**config.mk**
```make
export PLATFORM = sky130hd
export DESIGN_NAME = ssa_ram
export DESIGN_NICKNAME = d
export VERILOG_FILES = /design/src/rtl/ssa_ram.sv
export SDC_FILE = /design/constraint.sdc
export NUM_CORES = 1
export LEC_CHECK = 0
export ABC_AREA = 1
export BUFFER_PORTS_ARGS = -buffer_cell sky130_fd_sc_hd__buf_2
export CAP_MARGIN = 30
export CORE_MARGIN = 10
export CORE_UTILIZATION = 52
export DETAILED_ROUTE_END_ITERATION = 12
export GPL_TIMING_DRIVEN = 0
export MAX_ROUTING_LAYER = met4
export PLACE_DENSITY = 0.81
export SLEW_MARGIN = 20
export SYNTH_ARGS = -nofsm -noshare
export SYNTH_HDL_FRONTEND = slang
export SYNTH_SLANG_ARGS = --single-unit
```
**constraint.sdc**
```tcl
create_clock -name clk -period 2 [get_ports clk]
set_input_delay 0.3 -clock clk [delete_from_list [all_inputs] [get_ports clk]]
set_output_delay 0.3 -clock clk [all_outputs]
set_load 0.01 [all_outputs]
```
**src/rtl/ssa_ram.sv**
```systemverilog
// Generic single-write, single-read RAM with registered read data.
`timescale 1ns / 1ps

module ssa_ram #(
  parameter int WIDTH = 8,
  parameter int DEPTH = 2
) (
  input  logic                                   clk,
  input  logic                                   we,
  input  logic [(DEPTH > 1 ? $clog2(DEPTH) : 1)-1:0] waddr,
  input  logic [WIDTH-1:0]                       wdata,
  input  logic [(DEPTH > 1 ? $clog2(DEPTH) : 1)-1:0] raddr,
  output logic [WIDTH-1:0]                       rdata
);

  logic [WIDTH-1:0] mem [DEPTH];

  // Write and read, read data registered and valid in the next cycle
  always_ff @(posedge clk) begin
    if (we) begin
      mem[waddr] <= wdata;
    end
    rdata <= mem[raddr];
  end

endmodule

```
After elaboration in Yosys (flattened, before gate mapping). Memory sizes are Yosys's and may differ from the RTL's. A register that Yosys moved wholly into a read port is not among the register bits. Index checks and enable logic that the tools add are counted.

Muxes and demuxes: 2.

Operators with widths (count): 1-bit two-way mux (2).

Register bits after elaboration: 0. Memories: 1. Bits of input ports: 12. Memory bits (writable): 16. Output and inout bits: 8. Word-level logic and storage cells: 3.

Memory list: mem (words 2, width 8, read ports 1, clocked after Yosys merged registers in 1, write ports 1, RTL line 16) `logic [WIDTH-1:0] mem [DEPTH];`.

Longest topological paths before layout.
Word-level depth: 2. Mapped depth: 4. Gate-level depth less buffers: 3.

Worst setup path before layout. OpenSTA, ideal clock, no wires.

Path kind: input -> register. From: input we. To: memory mem[0][0] (enable). Cell stages on the path: 2. Path buffers: 0. Path slack: 0.940 ns. Library setup time: 0.371 ns. Arrival time: 0.689 ns. Required time: 1.629 ns. Cells stage by stage: inv_1 nor2_1.

Word-level cells in the longest chain between the ends: 2.

RTL lines: from (decl) (RTL line 9) `input logic we,`; 1-bit two-way mux (RTL line 20) `if (we) begin`; 1-bit two-way mux (implied by the code) (RTL line 21) `mem[waddr] <= wdata;`; to (decl) (RTL line 16).

No other way between the ends.

Worst setup path in the final report.
From: register rdata[0] (read register of mem). To: output rdata[0].

RTL lines: from (decl) (RTL line 13) `output logic [WIDTH-1:0] rdata`.

No word-level cell between the ends.

==> metrics <==
grt ovf=0; met2 track utilization from global routing=0.112; average via count per standard cell=around 4.6; Setup Viol. Count Final=0; fmax=959 MHz; sinks on the clock net=24; count of flip-flops with a built-in enable after synthesis=16; library cell with the largest summed area after synthesis=sky130_fd_sc_hd__edfxtp_1; part of the power in combinational logic=0.074; Die Span X=approximately 58 um; clock latency of the later-clocked register in the worst-skew pair=around 300 ps; maximum buffer depth of the clock tree=2; Max Transition Viols Final=0; First-pass DRT Iterations=4; minimum clock period=between 1000 and 1500 ps; half-perimeter wire length of the detailed placement result=940 um; met1 Resource Use GR=0.0691; Rows=13; cell with the most instances after synthesis=sky130_fd_sc_hd__nand2_1; Critical path buffers and inverters=1; clock-pin slew of the registers on the worst-case setup and hold paths=around 120 ps; post-detailed-routing wire length=roughly 1300 um; count of port buffers added during placement=18; headroom to the max-slew limit=0.563; Inserted Clock Buffers=3; DP Worst Slack=around 670 ps; number of top-level pins=20; effective utilization at floorplan=0.570; antenna violations before repair=0; Net Switching=~170 uW; root buffer cell=sky130_fd_sc_hd__clkbuf_4; Data required, critical path=roughly 1700 ps; routed wire length per instance=14.0 um; Int Power=roughly 660 uW; final weighted congestion of routability-driven global placement=between 0.6 and 0.7; layout cells sized above 1=0.307; unrepaired setup endpoints after global routing=no; Syn Inst Count=54; reported leakage power=between 0.0004 and 0.0005 uW; fraction of power consumed by sequential logic=0.691; reported max-cap violation count=0; area fraction of the dominant cell type after synthesis=0.632; critical-path cell list=buf_2; total die area=~0.0034 mm^2; cell area after synthesis=761 um^2; Post-Synthesis Net Count=66; DR iter-0 viols=9; GRT Total Usage=0.0721; H-Tree Depth=1; Avg Inst Size Synth=between 10 and 15 um^2; number of failing hold endpoints at the final stage=0; fraction of the yosys area taken by sequential cells=0.842; #FFs+latches synth=24; setup total negative slack=0 ps; synth cell count leaders=sky130_fd_sc_hd__nand2_1 (25), sky130_fd_sc_hd__edfxtp_1 (16), sky130_fd_sc_hd__dfxtp_1 (8); number of warnings reported in the yosys synthesis log=0; top flip-flop cell by instance count after synthesis=sky130_fd_sc_hd__edfxtp_1; first-pass GRT wire length=roughly 1800 um; total of cells resized after clock tree synthesis=0; overall power after layout=834 uW; Vert. Die Dim=between 50 and 60 um; setup skew after layout=8.77 ps; classification of the worst setup path=reg2out; Hold/Removal Path Class=in2reg; largest fanout of any net on the critical path=1; Power per Cell Area=~930 mW/mm^2; least setup slack across all paths after layout=approximately 960 ps; Clock power frac=0.235; vias post-DR=slightly above 400; clock tree from TritonCTS=built; peak supply drop=512 uV; arrival time at the worst endpoint=around 740 ps; hold buffers post-CTS=0; longest individual stage delay on the worst path=330 ps; most heavily used metal layer in global routing=met2; Final nets=between 80 and 90; switching part of the total power=0.205; number of DRC violations after detailed routing=0; buffer count from post-CTS setup fixing=0; Worst Max-Slew Pin Slew=between 600 and 700 ps; share of the clock period used by the worst path after layout=0.521; grt met3 use=0.0283; cell with the largest stage delay on the worst path=sky130_fd_sc_hd__dfxtp_1; distinct cell type count after synthesis=7; run status=complete, no violations; area growth from synthesis to final layout=17.3%; pin count of the biggest net entering global routing=13; vias in the first global route=428; number of antenna diodes=0; antenna-violating nets left=0; category of the worst setup path capture point=primary output; nature of the critical path startpoint=flip-flop; proportion of register bits with asynchronous set or reset after synthesis=0; gate family responsible for the most delay along the worst path=flip-flops; area of the core region=0.00133 mm^2; top cells by area in the synthesized netlist=sky130_fd_sc_hd__edfxtp_1 (63%), sky130_fd_sc_hd__dfxtp_1 (21%), sky130_fd_sc_hd__nand2_1 (12%)
-- sequential cells by signal, summed over array words and instances (netlist names) --
register and cells:
mem 16, rdata 8
-- power by group through the flow --
stage / logic, uW / clock network (uW) / registers, uW
after floorplan: 22.9 / 0 / 594
after global placement: 60.8 / 0 / 585
after detailed placement: 63.8 / 0 / 588
after CTS: 63.9 / 199 / 576
after global routing: 70.0 / 220 / 578
final: 62.1 / 196 / 576
-- stage by stage --
stage	area [um^2]	instances	utilization	hold slack, ps
floorplan	761	54	-	399
global placement	870	87	0.652	415
detailed placement	870	87	0.652	426
CTS	892	90	0.669	175
global route	892	90	0.669	163
finish	892	90	0.669	179
-- final timing paths --
kind	startpoint	endpoint	slack [ps]	depth (start not counted)
setup / recovery	rdata[0]	rdata[0]	960	1
hold / removal	wdata[0]	mem[0][0]	180	1
setup reg to reg	mem[0][3]	rdata[3]	1340	2
hold reg to reg	mem[1][4]	rdata[4]	450	2
-- cell families after synthesis --
group | after synthesis | share of synthesized area
AND/OR/NAND/NOR | 26 | 0.128
flip-flops | 24 | 0.842
buffers and inverters | 4 | 0.0296
-- layout by cell type (no fill, tap or decap) --
cell                       instances
sky130_fd_sc_hd__dfxtp_1           8
sky130_fd_sc_hd__edfxtp_1         16
sky130_fd_sc_hd__clkbuf_4          3
sky130_fd_sc_hd__buf_2            18
sky130_fd_sc_hd__nand2_1          25
sky130_fd_sc_hd__inv_2             1
sky130_fd_sc_hd__inv_1             2
sky130_fd_sc_hd__buf_6             1
sky130_fd_sc_hd__nor2_1            1
-- area by class of cell --
class / instances / area, um^2
plain buffers: 1 / 11.3
clock buffers: 3 / 22.5
fillers: 111 / 442
inverters: 3 / 11.3
multi-input cells: 26 / 97.6
flip-flops and latches: 24 / 641
well taps: 15 / 18.8
repair buffers: 18 / 90.1
-- metal layers --
metal	part of all wire	vias to the layer above	wire length, um
met4	0.022	0	28
met3	0.075	2	94
li1	-	218	-
met5	0	-	0
met2	0.50	16	631
met1	0.40	179	505
Note: power is estimated with default switching activity, not from simulation.
