### config.mk
export PLATFORM = sky130hd
export DESIGN_NAME = ssa_div
export DESIGN_NICKNAME = d
export VERILOG_FILES = /design/src/rtl/ssa_pkg.sv /design/src/rtl/ssa_div.sv
export SDC_FILE = /design/constraint.sdc
export NUM_CORES = 1
export LEC_CHECK = 0
export ABC_AREA = 0
export BUFFER_PORTS_ARGS = -buffer_cell sky130_fd_sc_hd__buf_2
export CAP_MARGIN = 20
export CORE_MARGIN = 2
export CORE_UTILIZATION = 44
export DETAILED_ROUTE_END_ITERATION = 16
export HOLD_SLACK_MARGIN = 0.02
export PLACE_DENSITY_LB_ADDON = 0.1
export SKIP_CTS_REPAIR_TIMING = 1
export SLEW_MARGIN = 20
export SYNTH_ARGS = -nofsm -noshare
export SYNTH_HDL_FRONTEND = slang
export SYNTH_SLANG_ARGS = --single-unit
### constraint.sdc
create_clock -name clk -period 2.7 [get_ports clk]
set_input_delay 0.135 -clock clk [delete_from_list [all_inputs] [get_ports clk]]
set_output_delay 0.135 -clock clk [all_outputs]
set_load 0.01 [all_outputs]
### src/rtl/ssa_pkg.sv
// Shared types, constants and class tables of the slab slot allocator.
`timescale 1ns / 1ps

package ssa_pkg;

  localparam int NUM_CLASSES      = 10;
  localparam int PAGE_BYTES_DEF   = 64 * 1024;
  localparam int FRAMES_DEF       = 8;
  localparam int HEADER_BYTES_DEF = 48;

  localparam int ADDR_W   = 48;
  localparam int XADDR_W  = 50;   // holds base plus the whole frame region
  localparam int SIZE_W   = 32;
  localparam int CLS_W    = 4;
  localparam int SLOT_W   = 10;   // largest slot is 512 bytes
  localparam int CNT_W    = 16;
  localparam int STAMP_W  = 32;
  localparam int KEEP_W   = 4;

  typedef enum logic [2:0] {
    ST_OK       = 3'd0,
    ST_BIG      = 3'd1,
    ST_NOFRAME  = 3'd2,
    ST_NOTIN    = 3'd3,
    ST_NULL     = 3'd4,
    ST_MISALIGN = 3'd5
  } status_t;

  typedef enum logic {
    OP_ALLOC = 1'b0,
    OP_FREE  = 1'b1
  } opcode_t;

  typedef enum logic {
    REG_REGION_BASE = 1'b0,
    REG_KEEP_EMPTY  = 1'b1
  } cfg_reg_t;

  // Divider handshake status back to the sequencer
  typedef struct packed {
    logic busy;
    logic done;
  } div_stat_t;

  // Slot size in bytes of each class
  function automatic logic [SLOT_W-1:0] class_bytes(input logic [CLS_W-1:0] c);
    logic [SLOT_W-1:0] r;
    case (c)
      4'd0:    r = 10'd16;
      4'd1:    r = 10'd32;
      4'd2:    r = 10'd48;
      4'd3:    r = 10'd64;
      4'd4:    r = 10'd96;
      4'd5:    r = 10'd128;
      4'd6:    r = 10'd192;
      4'd7:    r = 10'd256;
      4'd8:    r = 10'd384;
      default: r = 10'd512;
    endcase
    return r;
  endfunction

  // Smallest class that holds the size; top bit flags a size over 512 bytes
  function automatic logic [CLS_W:0] class_of(input logic [SIZE_W-1:0] size);
    logic [CLS_W:0] r;
    r = {1'b1, CLS_W'(0)};
    for (int i = NUM_CLASSES - 1; i >= 0; i--) begin
      if (size <= SIZE_W'(class_bytes(CLS_W'(i)))) begin
        r = {1'b0, CLS_W'(i)};
      end
    end
    return r;
  endfunction

endpackage

### src/rtl/ssa_div.sv
// Serial restoring divider by a slot size, one quotient bit per cycle.
`timescale 1ns / 1ps

module ssa_div #(
  parameter int DW = ssa_pkg::XADDR_W
) (
  input  logic                        clk,
  input  logic                        rst,
  input  logic                        start,
  input  logic [DW-1:0]               dividend,
  input  logic [ssa_pkg::SLOT_W-1:0]  divisor,
  output ssa_pkg::div_stat_t          stat,
  output logic [DW-1:0]               quot,
  output logic [ssa_pkg::SLOT_W-1:0]  rem
);

  localparam int SW = ssa_pkg::SLOT_W;
  localparam int NW = $clog2(DW + 1);

  logic [DW-1:0] shreg;
  logic [SW-1:0] acc;
  logic [SW-1:0] dsr;
  logic [NW-1:0] cnt;
  logic          done;
  logic [SW:0]   trial;
  logic          ge;

  assign trial = {acc, shreg[DW-1]};
  assign ge    = trial >= {1'b0, dsr};

  // Load on start, then shift one bit of the dividend in per cycle
  always_ff @(posedge clk) begin
    if (rst) begin
      cnt  <= '0;
      done <= 1'b0;
    end else begin
      done <= 1'b0;
      if (start) begin
        cnt <= NW'(DW);
      end else if (cnt != '0) begin
        cnt <= cnt - 1'b1;
        if (cnt == NW'(1)) begin
          done <= 1'b1;
        end
      end
    end
  end

  always_ff @(posedge clk) begin
    if (start) begin
      shreg <= dividend;
      acc   <= '0;
      dsr   <= divisor;
    end else if (cnt != '0) begin
      acc   <= ge ? SW'(trial - {1'b0, dsr}) : SW'(trial);
      shreg <= {shreg[DW-2:0], ge};
    end
  end

  assign stat.busy = cnt != '0;
  assign stat.done = done;
  assign quot      = shreg;
  assign rem       = acc;

endmodule

# Yosys cells after proc, flatten, opt, wreduce, memory -nomap -nowiden
# Index checks and enable logic that the tools add are counted.
word_totals:
  register_bits: 77
  inputBits: 63
  out_inout_bits: 62
classes:
  n_addsub: 2
  n_lt_le_gt_ge: 1
  eq_ne: 1
  mux: 6
  n_bitwise: 1
  reduce_logical: 4
ops:
  columns: ["cell", "count"]
  rows:
  - ["50-bit two-way mux", 2]
  - ["6-bit two-way mux", 2]
  - ["11-bit by 10-bit >= comparator with 1-bit output", 1]
  - ["10-bit two-way mux", 1]
  - ["10-bit subtractor", 1]
  - ["6-bit by 1-bit == test with 1-bit output, second input constant", 1]
  - ["6-bit nonzero test", 1]
  - ["6-bit by 1-bit subtractor with 6-bit output, second input constant", 1]
  - ["3-bit OR reduction", 1]
  - ["2-bit nonzero test", 1]
  - ["2-bit OR reduction", 1]
  - ["1-bit two-way mux", 1]
  - ["1-bit inverter", 1]

# Logic depth before layout (Yosys ltp)
# Gate-level depths: netlist (run 1).
depth:
  ltp_word: 3
  ltp_mapped: 10
  mapped_depth_nobuf: 10

# Least setup slack after synthesis (run 1)
# OpenSTA, ideal clock, no wires.
synth_path:
  path_type: "reg2reg"
  start: "register cnt[0]"
  end: "register shreg[0] (netlist: quot[0]) (enable)"
  setup_ps: 409
  arrival_ps: 2101
  required_time_ps: 2291
  path_slack_ps: 191
  stages_incl_launch_ff: 6
  n_path_buf: 1
  period_less_slack_ps: 2509
  path_cell_list: "dfxtp_1 inv_1 ha_1 and3_1 buf_2 nand2_1"
synth_via:
  elab_chain_len: 2
synth_lines:
  columns: ["item", "line_no", "source"]
  rows:
  - ["start: declaration", "ssa_div.sv:23", "logic [NW-1:0] cnt;"]
  - ["start signal: assignment", "ssa_div.sv:39", "cnt <= NW'(DW);"]
  - ["start signal: assignment", "ssa_div.sv:41", "cnt <= cnt - 1'b1;"]
  - ["6-bit nonzero test", "ssa_div.sv:54", "end else if (cnt != '0) begin"]
  - ["2-bit nonzero test (no line)", null, null]
  - ["end signal: assignment", "ssa_div.sv:51", "shreg <= dividend;"]
  - ["end signal: assignment", "ssa_div.sv:56", "shreg <= {shreg[DW-2:0], ge};"]
  - ["end: declaration", "ssa_div.sv:20", "logic [DW-1:0] shreg;"]
# Every way passes these cells.
# A chain may end at the register's enable or synchronous reset.

# Worst setup path after layout (run 1)
layout_path:
  start: "register acc[5] (netlist: rem[5])"
  end: "register acc[2] (netlist: rem[2])"
layout_via:
  elab_chain_len: 2
layout_lines:
  columns: ["item", "line_no", "source"]
  rows:
  - ["start: declaration", "ssa_div.sv:21", "logic [SW-1:0] acc;"]
  - ["start signal: assignment", "ssa_div.sv:55", "acc <= ge ? SW'(trial - {1'b0, dsr}) : SW'(trial);"]
  - ["11-bit by 10-bit >= comparator with 1-bit output", "ssa_div.sv:29", "assign ge = trial >= {1'b0, dsr};"]
  - ["10-bit two-way mux", "ssa_div.sv:55", null]
# Every way passes these cells.

==> flow_metrics.tcl, run 1 <==
set metrics [dict create \
    n_fill_cell 732 \
    die_y_um 95.70 \
    start_util_pct 45.26 \
    max_slew_margin_pct 39.40 \
    grt_setup_unrepaired "false" \
    globalRoute.totalOverflow 0 \
    layout_common_cells "buf_2 (124), edfxtp_1 (60), mux2_2 (50), nor2_1 (18)" \
    syn_avg_cell_area_um2 13.17 \
    netlist_area_um2 3700 \
    cts_tree "done" \
    synth_flop_cell "edfxtp_1" \
    cp_cell_sequence "ha_1 -> a21o_1 -> or3_1 -> o211ai_2 -> and2_1 -> nor4_1 -> a311o_1" \
    drive_above_1_share_pct 47.54 \
    area_growth_pct 29.62 \
    synth.net_count 357 \
    insertion_delay_ns 0.34 \
    yosys.area.top_type "edfxtp_1" \
    end_kind "flop" \
    hold_class "input port to flop" \
    drt-initial-drc-count 113 \
    synth_area_leaders "edfxtp_1 (49%), mux2_2 (15%), dfxtp_1 (9.2%)" \
    cp_top_family "simple AND/OR/NAND/NOR gates" \
    antenna_left 0 \
    timing.hold.ws_ns 0.04012 \
    synthArstFlopShare_pct 0 \
    vias 2687 \
    powerDensity_nw_per_um2 845.5 \
    die_w_um 95.70 \
    ys_seq_area_share_pct 57.90 \
    required_ns 2.93 \
    fin_tns_setup_ns 0 \
    fp.coreArea_um2 8175 \
    grtUsageTotal_pct 17.85 \
    status "finished clean" \
    cts_buffer_depth 2 \
    fmax_mhz 408.9 \
    gp_congestion 0.8326 \
    final_nets 498 \
    power_uw 4055 \
    synth_edf_count 60 \
    htreeDepth 3 \
    root_buffer "clkbuf_8" \
    grt_pass1_vias 2533 \
    period_share_pct 90.57 \
    port_buffers 124 \
    cts_buffers 9 \
    worst-path-max-fanout 11 \
    ys_types 47 \
    io_pins 125 \
    grt_antenna_before_repair 0 \
    seq_area_um2 2142 \
    die_area_um2 9158 \
    syn_inst 281 \
    cp-start-kind "flop" \
    setup.worst_path.class "flop to flop" \
    first_pass_iters 4 \
    finalCriticalPeriod_ns 2.445 \
    tightest_slew_ns 0.9090 \
    clk_pin_slew_ns 0.08 \
    antennaDiodeCount 0 \
    cts.sink_count 77 \
    setup_violations 0 \
    synth.top_cell.area_share_pct 48.70 \
    cpPeakStageDelay_ns 0.40 \
    drc_errors 0 \
    multi_input_area_um2 1441 \
    cpMaxStageDelayCell "and2_1" \
    finalMaxSlewViolations 0 \
    finClkSkew_ns 0.008046 \
    leakage_uw 0.002093 \
    rows 33 \
    grt_pass1_wl_um 12410 \
    routed_wl_um 8212 \
    path_buf_inv 0 \
    hold_viol 0 \
    irDropWorstVdd_v 0.0003175 \
    yosysWarnings 0 \
    grt_max_degree 76 \
    ys_ff_latch 77 \
    hpwl_um 5689 \
    wire_per_inst_um 15.44 \
    final_common_cell "buf_2" \
    via_per_inst 5.051 \
    arrival_ns 2.68 \
    cap_violations 0 \
]
-- Yosys cell counts (2+ instances only) --
cell type,n
nor2_1,18
nand3b_1,2
nand4_1,2
or3_1,3
o21ai_0,5
buf_2,2
dfxtp_1,17
a21o_1,3
and3_1,4
nand2_1,13
o21ai_1,2
a311oi_1,4
and4_1,2
buf_1,4
buf_4,2
inv_1,17
xor2_1,3
clkbuf_1,3
xnor2_1,5
a21oi_1,9
nor3_1,4
edfxtp_1,60
o21a_1,2
ha_1,12
nand2b_1,3
a211oi_1,7
nor4_1,2
mux2_2,50
o31ai_1,2
o21bai_1,2
-- cells by family after synthesis --
logic type	after synthesis	share of synthesized area, %
buffers and inverters	29	3.212
XOR/XNOR	8	1.894
AO/OA/AOI/OAI	46	9.063
adder cells (fa/ha/maj)	13	4.599
multiplexers	51	15.49
AND/OR/NAND/NOR	57	7.846
flip-flops	77	57.90
-- through the flow --
stage | utilization, % | std cells | instance area [µm²] | setup slack [ns]
final | 58.66 | 532 | 4796 | 0.2546
after global placement | 54.81 | 506 | 4481 | 0.2794
after CTS | 57.44 | 522 | 4696 | 0.2575
after floorplan | - | 281 | 3700 | 0.1905
after detailed placement | 54.81 | 506 | 4481 | 0.2746
after global routing | 58.66 | 532 | 4796 | 0.1188
-- power breakdown --
| group | switching (µW) | internal [µW] | leakage (µW) |
|---|---|---|---|
| Combinational | 759 | 639 | 0.00123 |
| Sequential | 159 | 1540 | 0.000761 |
| Clock | 430 | 525 | 0.000100 |
| Total | 1350 | 2710 | 0.00209 |
-- worst paths after layout --
path          start      to  slack (ns)  cells past startpoint
min reg2reg  cnt[5]  cnt[4]        0.47                      2
max          rem[5]  rem[2]        0.25                      7
min             rst  cnt[4]        0.04                      2
max reg2reg  rem[5]  rem[2]        0.25                      7
-- routing by layer --
layer / share of wire [%] / vias to the layer above / global-route usage (%)
met1: 46 / 1267 / 24.57
met4: 1.3 / 0 / 6.429
met3: 5.7 / 8 / 4.777
li1: - / 1339 / -
met5: 0 / - / 0
met2: 47 / 73 / 27.21
-- flip-flops by register name (all words and copies together), names as in the netlist --
signal  count
cnt         6
done        1
rem        10
quot       50
dsr        10
-- worst register-to-register path, stage by stage, from the launching register on --
cell,delay [ns]
dfxtp_1,0.34
ha_1,0.38
a21o_1,0.22
or3_1,0.34
o211ai_2,0.21
and2_1,0.40
nor4_1,0.10
a311o_1,0.34
-- area by class of cell --
type | instances | share of cell area (%)
well taps | 105 | 2.739
clock inverters | 5 | 1.748
multi-input cells | 175 | 30.05
repair buffers | 141 | 16.64
flip-flops and latches | 77 | 44.66
clock buffers | 11 | 2.739
inverters | 18 | 1.409
(Power assumes the default switching activity.)
==> inputs of run 2 (changes only) <==
CELL_PAD_IN_SITES_DETAIL_PLACEMENT = 1   (was not set)
CELL_PAD_IN_SITES_GLOBAL_PLACEMENT = 2   (was not set)
CORE_UTILIZATION = 32   (was 44)
==> flow_metrics.tcl, run 2 (same netlist as run 1, synthesis figures left out) <==
set metrics [dict create \
    status "finished clean" \
    wire_per_inst_um 16.03 \
    grt_pass1_wl_um 14880 \
    cts_buffer_depth 2 \
    grt_setup_unrepaired "false" \
    powerDensity_nw_per_um2 861.0 \
    area_growth_pct 32.30 \
    globalRoute.totalOverflow 0 \
    n_fill_cell 1257 \
    grt_antenna_before_repair 0 \
    clk_pin_slew_ns 0.05 \
    first_pass_iters 4 \
    hold_class "input port to flop" \
    grtUsageTotal_pct 15.31 \
    drive_above_1_share_pct 47.32 \
    root_buffer "clkbuf_16" \
    via_per_inst 4.823 \
    final.setup.worst_slack_ns 0.2695 \
    grt_max_degree 76 \
    placed_cells 548 \
    routed_wl_um 9167 \
    start_util_pct 32.54 \
    die_area_um2 12440 \
    worst-path-max-fanout 3 \
    drc_errors 0 \
    cts.sink_count 77 \
    vias 2759 \
    die_y_um 111.5 \
    fin_cells 572 \
    htreeDepth 3 \
    grt_pass1_vias 2886 \
    setup.worst_path.class "flop to flop" \
    antennaDiodeCount 0 \
    required_ns 2.94 \
    hold_viol 0 \
    period_share_pct 90.02 \
    io_pins 125 \
    finalCriticalPeriod_ns 2.430 \
    dp_slack_ns 0.2757 \
    end_kind "flop" \
    drt-initial-drc-count 84 \
    port_buffers 124 \
    cts_buffers 9 \
    cap_violations 0 \
    fp.coreArea_um2 11370 \
    largest_reg_flops 50 \
    arrival_ns 2.67 \
    die_w_um 111.5 \
    rows 39 \
    final_common_cell "buf_2" \
    fmax_mhz 411.4 \
    setup_violations 0 \
    tightest_slew_ns 0.6534 \
    finalMaxSlewViolations 0 \
    leakage_uw 0.002124 \
    irDropWorstVdd_v 0.0003769 \
    cts_tree "done" \
    final_nets 502 \
    gp_congestion 0.7486 \
    insertion_delay_ns 0.33 \
    cp-start-kind "flop" \
    antenna_left 0 \
    layout_common_cells "buf_2 (124), edfxtp_1 (60), mux2_2 (50), nor2_1 (18)" \
    finClkSkew_ns 0.003420 \
    max_slew_margin_pct 56.44 \
    hpwl_um 6556 \
    fin_tns_setup_ns 0 \
    power_uw 4214 \
    timing.hold.ws_ns 0.03878 \
]
==> run 2: per-stage QoR <==
stage	util (%)	cell area (µm²)
global placement	39.98	4546
floorplan	-	3700
finish	43.05	4895
global route	43.05	4895
CTS	42.17	4795
detailed placement	39.98	4546
==> run 2: power breakdown <==
group          total [µW]  switching [µW]  internal (µW)
registers            1700             152           1550
logic                1460             788            674
clock network        1050             443            611
==> run 2: critical path, cell delays in order (launching register included) <==
cell and delay, ns:
edfxtp_1 0.37, inv_1 0.09, ha_1 0.16, inv_1 0.05, fa_1 0.42, a211oi_1 0.35
nor2_1 0.11, o41ai_1 0.33, xnor2_1 0.17, nand2_1 0.07, a311oi_1 0.22
==> run 2: path summary, 6_finish.rpt <==
path                  from      to  slack [ns]  cells past startpoint
setup reg to reg  quot[49]  rem[8]        0.27                     10
setup / recovery  quot[49]  rem[8]        0.27                     10
hold reg to reg     cnt[5]  cnt[4]        0.47                      2
hold / removal         rst  cnt[4]        0.04                      2
==> run 2: metal layers <==
metal / vias up / wire, µm / GRT usage [%]
met1: 1325 / 3966 / 19.07
li1: 1350 / - / -
met3: 9 / 705 / 5.770
met4: 0 / 135 / 6.914
met2: 75 / 4361 / 23.74
met5: - / 0 / 0
==> run 2: area by class of cell <==
| class | instances | area [µm²] | area share, % |
|---|---|---|---|
| flip-flops and latches | 77 | 2142 | 43.76 |
| multi-input cells | 175 | 1441 | 29.45 |
| repair buffers | 145 | 815.8 | 16.67 |
| clock buffers | 12 | 236.5 | 4.831 |
| well taps | 143 | 178.9 | 3.655 |
| inverters | 18 | 67.56 | 1.380 |
| clock inverters | 2 | 12.51 | 0.2556 |
